### src/hdl/assert_macros.svh
// Assertion macros shared by the RTL. They compile to nothing for synthesis.
`ifndef ASSERT_MACROS_SVH
`define ASSERT_MACROS_SVH

`ifndef SYNTHESIS

`define ASSERT_CHK(lbl, clk, rstn, prop) \
  lbl: assert property (@(posedge clk) disable iff (!(rstn)) (prop)) \
    else $error("assertion failed");

`define ASSERT_NEVER(lbl, clk, rstn, expr) \
  lbl: assert property (@(posedge clk) disable iff (!(rstn)) !(expr)) \
    else $error("forbidden condition seen");

`else

`define ASSERT_CHK(lbl, clk, rstn, prop)
`define ASSERT_NEVER(lbl, clk, rstn, expr)

`endif

`endif

### src/hdl/grp_pkg.sv
package grp_pkg;

  localparam int CoefW     = 64;
  localparam int CountW    = 32;
  localparam int ExpFieldW = 16;
  localparam int DigitW    = 4;
  localparam int NumDigits = CoefW / DigitW;
  localparam int DigCntW   = $clog2(NumDigits);

  typedef struct packed {
    logic signed [CoefW-1:0]     base_rational;
    logic signed [CoefW-1:0]     base_phi;
    logic        [ExpFieldW-1:0] exponent;
  } in_word_t;

  typedef struct packed {
    logic signed [CoefW-1:0]  power_rational;
    logic signed [CoefW-1:0]  power_phi;
    logic        [CountW-1:0] mult_count;
  } out_word_t;

  typedef struct packed {
    logic start;
  } mul_ctrl_t;

  typedef struct packed {
    logic busy;
    logic done;
  } mul_stat_t;

endpackage

### src/hdl/grp_ring_mul.sv
// Digit-serial product in Z[phi]: base times multiplier, multiplier digits taken
// most significant first, one digit per cycle (Horner form, modulo 2^CoefW).
module grp_ring_mul
  import grp_pkg::*;
(
  input  logic              clk_i,
  input  logic              rst_ni,
  input  mul_ctrl_t         ctrl_i,
  input  logic [CoefW-1:0]  base_rat_i,
  input  logic [CoefW-1:0]  base_ph_i,
  input  logic [CoefW-1:0]  mul_rat_i,
  input  logic [CoefW-1:0]  mul_ph_i,
  output mul_stat_t         stat_o,
  output logic [CoefW-1:0]  prod_rat_o,
  output logic [CoefW-1:0]  prod_ph_o
);

  logic [CoefW-1:0]   mr_q, mr_d, mp_q, mp_d;
  logic [CoefW-1:0]   pr_q, pr_d, pp_q, pp_d;
  logic [DigCntW-1:0] cnt_q;
  logic               busy_q, done_q;
  logic [DigitW-1:0]  dr, dp;

  assign dr = mr_q[CoefW-1 -: DigitW];
  assign dp = mp_q[CoefW-1 -: DigitW];

  // rat += br*dr + bp*dp ; ph += br*dp + bp*(dr + dp), from phi^2 = phi + 1.
  always_comb begin
    mr_d = mr_q << DigitW;
    mp_d = mp_q << DigitW;
    pr_d = (pr_q << DigitW) + base_rat_i * CoefW'(dr) + base_ph_i * CoefW'(dp);
    pp_d = (pp_q << DigitW) + base_rat_i * CoefW'(dp)
         + base_ph_i * (CoefW'(dr) + CoefW'(dp));
  end

  always_ff @(posedge clk_i or negedge rst_ni) begin
    if (!rst_ni) begin
      busy_q <= 1'b0;
      done_q <= 1'b0;
      cnt_q  <= '0;
    end else begin
      done_q <= !ctrl_i.start && busy_q && (cnt_q == DigCntW'(NumDigits - 1));
      if (ctrl_i.start) begin
        busy_q <= 1'b1;
        cnt_q  <= '0;
      end else if (busy_q) begin
        cnt_q <= cnt_q + DigCntW'(1);
        if (cnt_q == DigCntW'(NumDigits - 1)) begin
          busy_q <= 1'b0;
        end
      end
    end
  end

  always_ff @(posedge clk_i) begin
    if (ctrl_i.start) begin
      mr_q <= mul_rat_i;
      mp_q <= mul_ph_i;
      pr_q <= '0;
      pp_q <= '0;
    end else if (busy_q) begin
      mr_q <= mr_d;
      mp_q <= mp_d;
      pr_q <= pr_d;
      pp_q <= pp_d;
    end
  end

  assign stat_o.busy = busy_q;
  assign stat_o.done = done_q;
  assign prod_rat_o  = pr_q;
  assign prod_ph_o   = pp_q;

endmodule

### src/hdl/golden_ring_power_top.sv
// Raises a + b*phi in Z[phi] (phi*phi = phi + 1) to a power n, modulo 2^64.
// Input channel in_valid_i / in_stall_o carries a word with base_rational,
// base_phi and exponent; the output channel out_valid_o / out_stall_i returns
// power_rational, power_phi and mult_count, the number of ring products made
// since reset including this word's n (wrapping at 2^32). One result per word.
// The low EXP_WIDTH bits of the exponent are used.
// Each ring product runs through a digit-serial multiplier that consumes one
// 4-bit digit of the accumulator per cycle, 16 digits, with the start strobe
// and the done strobe each registered. n = 0 gives 1 + 0*phi with no product.
// One word is worked on at a time; the next word is taken when the previous
// result has moved to the output register, even while that result is stalled.
// A stalled result holds in the output register and the finished product
// waits in the block until the register frees.
// Reset clears the product count, empties the output and returns to idle.
`include "assert_macros.svh"

module golden_ring_power_top
  import grp_pkg::*;
#(
  parameter int EXP_WIDTH = 16
) (
  input  logic      clk_i,
  input  logic      rst_ni,
  input  logic      in_valid_i,
  output logic      in_stall_o,
  input  in_word_t  in_data_i,
  output logic      out_valid_o,
  input  logic      out_stall_i,
  output out_word_t out_data_o
);

  typedef enum logic [1:0] {
    S_IDLE,
    S_WAIT,
    S_DONE
  } state_e;

  state_e                state_q;
  logic                  start_q, start_d;
  logic [EXP_WIDTH-1:0]  remaining_q;
  logic [EXP_WIDTH-1:0]  exp_n;
  logic [CountW-1:0]     count_q;
  logic [CoefW-1:0]      base_rat_q, base_ph_q, acc_rat_q, acc_ph_q;
  logic                  out_valid_q;
  out_word_t             out_q;
  logic                  in_acc, out_free, load_out;
  mul_ctrl_t             mul_ctrl;
  mul_stat_t             mul_stat;
  logic [CoefW-1:0]      prod_rat, prod_ph;

  generate
    if (EXP_WIDTH <= ExpFieldW) begin : g_exp_trunc
      assign exp_n = in_data_i.exponent[EXP_WIDTH-1:0];
    end else begin : g_exp_ext
      assign exp_n = EXP_WIDTH'(in_data_i.exponent);
    end
  endgenerate

  assign in_stall_o = (state_q != S_IDLE);
  assign in_acc     = in_valid_i && !in_stall_o;
  assign out_free   = !out_valid_q || !out_stall_i;
  assign load_out   = (state_q == S_DONE) && out_free;
  assign start_d    = (in_acc && exp_n != '0)
                   || (state_q == S_WAIT && mul_stat.done
                       && remaining_q != EXP_WIDTH'(1));
  assign mul_ctrl.start = start_q;

  grp_ring_mul u_mul (
    .clk_i      (clk_i),
    .rst_ni     (rst_ni),
    .ctrl_i     (mul_ctrl),
    .base_rat_i (base_rat_q),
    .base_ph_i  (base_ph_q),
    .mul_rat_i  (acc_rat_q),
    .mul_ph_i   (acc_ph_q),
    .stat_o     (mul_stat),
    .prod_rat_o (prod_rat),
    .prod_ph_o  (prod_ph)
  );

  always_ff @(posedge clk_i or negedge rst_ni) begin
    if (!rst_ni) begin
      state_q     <= S_IDLE;
      start_q     <= 1'b0;
      remaining_q <= '0;
      count_q     <= '0;
      out_valid_q <= 1'b0;
    end else begin
      start_q <= start_d;
      if (load_out) begin
        out_valid_q <= 1'b1;
      end else if (out_valid_q && !out_stall_i) begin
        out_valid_q <= 1'b0;
      end
      unique case (state_q)
        S_IDLE: begin
          if (in_acc) begin
            remaining_q <= exp_n;
            if (exp_n == '0) begin
              state_q <= S_DONE;
            end else begin
              state_q <= S_WAIT;
            end
          end
        end
        S_WAIT: begin
          if (mul_stat.done) begin
            count_q     <= count_q + CountW'(1);
            remaining_q <= remaining_q - EXP_WIDTH'(1);
            if (remaining_q == EXP_WIDTH'(1)) begin
              state_q <= S_DONE;
            end
          end
        end
        S_DONE: begin
          if (out_free) begin
            state_q <= S_IDLE;
          end
        end
        default: state_q <= S_IDLE;
      endcase
    end
  end

  // Accumulator and result payload, no reset needed.
  always_ff @(posedge clk_i) begin
    if (in_acc) begin
      base_rat_q <= in_data_i.base_rational;
      base_ph_q  <= in_data_i.base_phi;
      acc_rat_q  <= CoefW'(1);
      acc_ph_q   <= '0;
    end else if (state_q == S_WAIT && mul_stat.done) begin
      acc_rat_q <= prod_rat;
      acc_ph_q  <= prod_ph;
    end
    if (load_out) begin
      out_q.power_rational <= acc_rat_q;
      out_q.power_phi      <= acc_ph_q;
      out_q.mult_count     <= count_q;
    end
  end

  assign out_valid_o = out_valid_q;
  assign out_data_o  = out_q;

  `ASSERT_CHK(a_accept_leaves_idle, clk_i, rst_ni, in_acc |=> state_q != S_IDLE)
  `ASSERT_NEVER(a_done_outside_wait, clk_i, rst_ni, mul_stat.done && state_q != S_WAIT)
  `ASSERT_CHK(a_count_steps, clk_i, rst_ni, mul_stat.done |=> count_q == $past(count_q) + CountW'(1))
  `ASSERT_NEVER(a_start_while_busy, clk_i, rst_ni, start_q && mul_stat.busy)

endmodule

### config.mk
export PLATFORM = sky130hd
export DESIGN_NAME = golden_ring_power_top
export DESIGN_NICKNAME = d
export VERILOG_FILES = /design/src/hdl/grp_pkg.sv /design/src/hdl/grp_ring_mul.sv /design/src/hdl/golden_ring_power_top.sv
export VERILOG_INCLUDE_DIRS = /design/src /design/src/hdl
export SDC_FILE = /design/constraint.sdc
export NUM_CORES = 2
export LEC_CHECK = 0
export ABC_AREA = 1
export BUFFER_PORTS_ARGS = -buffer_cell sky130_fd_sc_hd__buf_2
export CAP_MARGIN = 20
export CORE_UTILIZATION = 66
export CTS_CLUSTER_SIZE = 28
export DETAILED_ROUTE_END_ITERATION = 10
export PLACE_DENSITY = 0.85
export SKIP_CTS_REPAIR_TIMING = 1
export SLEW_MARGIN = 20
export SYNTH_ARGS = -nofsm -noshare
export SYNTH_HDL_FRONTEND = slang
export SYNTH_HIERARCHICAL = 1
export SYNTH_SLANG_ARGS = --single-unit
export TNS_END_PERCENT = 5
### constraint.sdc
create_clock -name clk_i -period 26.2 [get_ports clk_i]
set_input_delay 3.93 -clock clk_i [delete_from_list [all_inputs] [get_ports clk_i]]
set_output_delay 3.93 -clock clk_i [all_outputs]
set_load 0.01 [all_outputs]
==> impl_metrics.ini <==
[sta]
timing.fmax_mhz = 125.0
hold_viol_final = 0
worst_slew_pin_slew_ns = 1.057
post-route-period-util_pct = 30.53
max_slew_margin_pct = 29.53
setup_viol = 0
rsz0062_at_grt = false
finalClockSkew_ns = 0.02815
maxSlewViolCount = 0
fin_tns_setup_ns = 0
layout_min_cycle_time_ns = 8.000

[route]
routedWlPerCell_um = 21.43
detail_route.vias_per_cell = 5.726
drtIter0Drc = 6728
num_vias = 53630
dr.pass1.iters = 6
post-route-drc-count = 0
drt_wl_total_mm = 200.7
postRouteAntennaNets = 0

[placed_design]
dp_hpwl_mm = 155.6
finalWeightedCongestion = 1.016
numPortBuffers = 309
dp.cells = 9215

[job]
maxCapViolCount = 0

[worst_setup_path]
slowest_stage = buf_4
crit_fanout = 69
critPathLaunchType = register
cp.required_ns = 26.76
r2r_start = u_mul/mp_q[60]
cp_common_cell = nand2_1
critPathMaxStageDelay_ns = 0.68
reg2regPathDepth = 33
critPathCaptureType = register
path_class = register to register
r2r_setup_slack_ns = 18.20
r2r_end = u_mul/prod_ph_o[55]
critPathArrivalTime_ns = 8.56

[hold_path]
whs_endpoint = out_data_o[143]
min-delay-start = acc_rat_q[47]
hold_path_depth = 0
min_path_type = register to register

[die]
die_height_um = 314.3
die_w_um = 314.3
num_rows = 114
io_pins = 310
die-area_sq_mm = 0.09876
start_util_pct = 66.64
coreArea_sq_mm = 0.09657

[cts]
clockBufferDepth = 3
clock-sinks = 730
cts_tree = built
cts.root.buffer_cell = clkbuf_16
clkLatencyLatePin_ns = 0.69
cts_made_buffers = 80
cts.clk_slew.worst_paths_ns = 0.06
htreeDepth = 3

[power]
p_sw_uw = 520.5
pwr-share-seq_pct = 50.3
power_frac_comb_pct = 0.7
netSwitchingFraction_pct = 21.78
peakVddDrop_mv = 0.05407
leakagePower_nw = 36.26
p_int_mw = 1.869
power.share.clock_pct = 49.0
p_per_area_mw_per_mm2 = 34.62

[cells_and_area]
syn_to_final_growth_pct = 7.283
n_fill_cell = 7231
drive_gt1_share_pct = 7.703
nets = 9225
final_cell_count_no_fill = 9365

[grt]
grt_antenna_before_repair = 3
grt_usage_pct = 41.17
grt_max_degree = 125
grt_pass1_vias = 53520
grt_pass1_wl_mm = 307.2
gr-total-overflow = 0

[yosys]
synth_warnings = 6
synth.cell_area_sq_mm = 0.06435
netlist_instances = 7936
syn_area_per_cell_sq_um = 8.109
synthesis.nets = 9140

[status]
outcome = finished, final reports clean
## metal layers
layer	routed length (um)	track usage [%]	share of wire [%]	up-vias
li1	-	-	-	23710
met1	78420	57.16	39	25920
met2	89800	62.80	45	3390
met3	21220	7.477	11	603
met4	11220	20.31	5.6	2
met5	13	0	0.0065	-
## critical path: cells and delay by family, from the launching register on
family          cells  cell delay (ns)
compound gates      1             0.42
fa+ha+maj           8             3.60
simple gates       14             1.62
flops               1             0.33
buf+inv            10             1.86
## per-stage QoR
stage | hold slack, ns | setup WS (ns) | instance area, sq um | power [mW] | util (%)
global placement | 0.4394 | 18.47 | 66330 | 1.243 | 68.69
detailed placement | 0.4420 | 18.43 | 66330 | 1.244 | 68.69
floorplan | 0.4264 | 14.02 | 64350 | 1.229 | -
global route | 0.4622 | 17.94 | 69040 | 2.440 | 71.49
CTS | 0.4571 | 18.41 | 69040 | 2.396 | 71.49
finish | 0.4577 | 18.20 | 69040 | 2.390 | 71.50
## placed cells by master, fill, tap and decap left out, types with 5 or more instances in the layout
master and count:
a21boi_0 10, a21o_1 7, a21oi_1 320, buf_2 309, buf_4 33, clkbuf_1 17
clkbuf_16 80, clkbuf_8 15, clkinv_1 5, clkinv_2 9, dfrtp_1 57, dfxtp_1 256
edfxtp_1 416, fa_1 902, ha_1 153, inv_1 1694, inv_2 30, inv_6 8
nand2_1 2598, nand2_2 38, nand3_1 211, nand3_2 6, nand3b_1 12, nand4_1 43
nor2_1 418, nor2_2 39, nor2_4 10, nor3_1 19, o21a_1 7, o21ai_0 189
o21ai_1 31, o21bai_1 28, o22ai_1 21, xnor2_1 16, xor2_1 15
## state kept, by name, indices dropped and copies added (netlist names)
register / cells
acc_ph_q: 64
acc_rat_q: 64
base_ph_q: 64
base_rat_q: 64
count_q: 32
mul_ctrl: 1
out_data_o: 160
out_valid_o: 1
remaining_q: 16
state_q: 2
u_mul/busy_q: 1
u_mul/cnt_q: 4
u_mul/done_q: 1
u_mul/mp_q: 64
u_mul/mr_q: 64
u_mul/prod_ph_o: 64
u_mul/prod_rat_o: 64
## cell type report
type	instances	area (sq um)	share of cell area (%)
Timing Repair Buffer	343	1814	2.628
Antenna cell	1	2.502	0.003625
Clock buffer	112	2272	3.291
Inverter	1729	6507	9.426
Clock inverter	37	435.4	0.6307
Sequential cell	730	19070	27.62
Multi-Input combinational cell	5137	37340	54.08
Tap cell	1276	1597	2.312
## power by group through the flow
stage	Sequential (mW)	Combinational [mW]	Clock, mW
global route	1.20	0.0181	1.22
finish	1.20	0.0167	1.17
CTS	1.20	0.0165	1.18
global placement	1.23	0.0157	0
floorplan	1.23	0.00119	0
detailed placement	1.23	0.0160	0
## how the worst max path moves through the flow
stage	cells after the start	start	endpoint
2_1_floorplan	1	out_stall_i	out_data_o[0]
3_3_place_gp	27	u_mul/mp_q[60]	u_mul/prod_ph_o[46]
3_5_place_dp	33	u_mul/mp_q[60]	u_mul/prod_ph_o[55]
4_1_cts	33	u_mul/mp_q[60]	u_mul/prod_ph_o[55]
5_1_grt	33	u_mul/mp_q[60]	u_mul/prod_ph_o[55]
6_report	33	u_mul/mp_q[60]	u_mul/prod_ph_o[55]
Note: power is estimated with default switching activity, not from simulation.
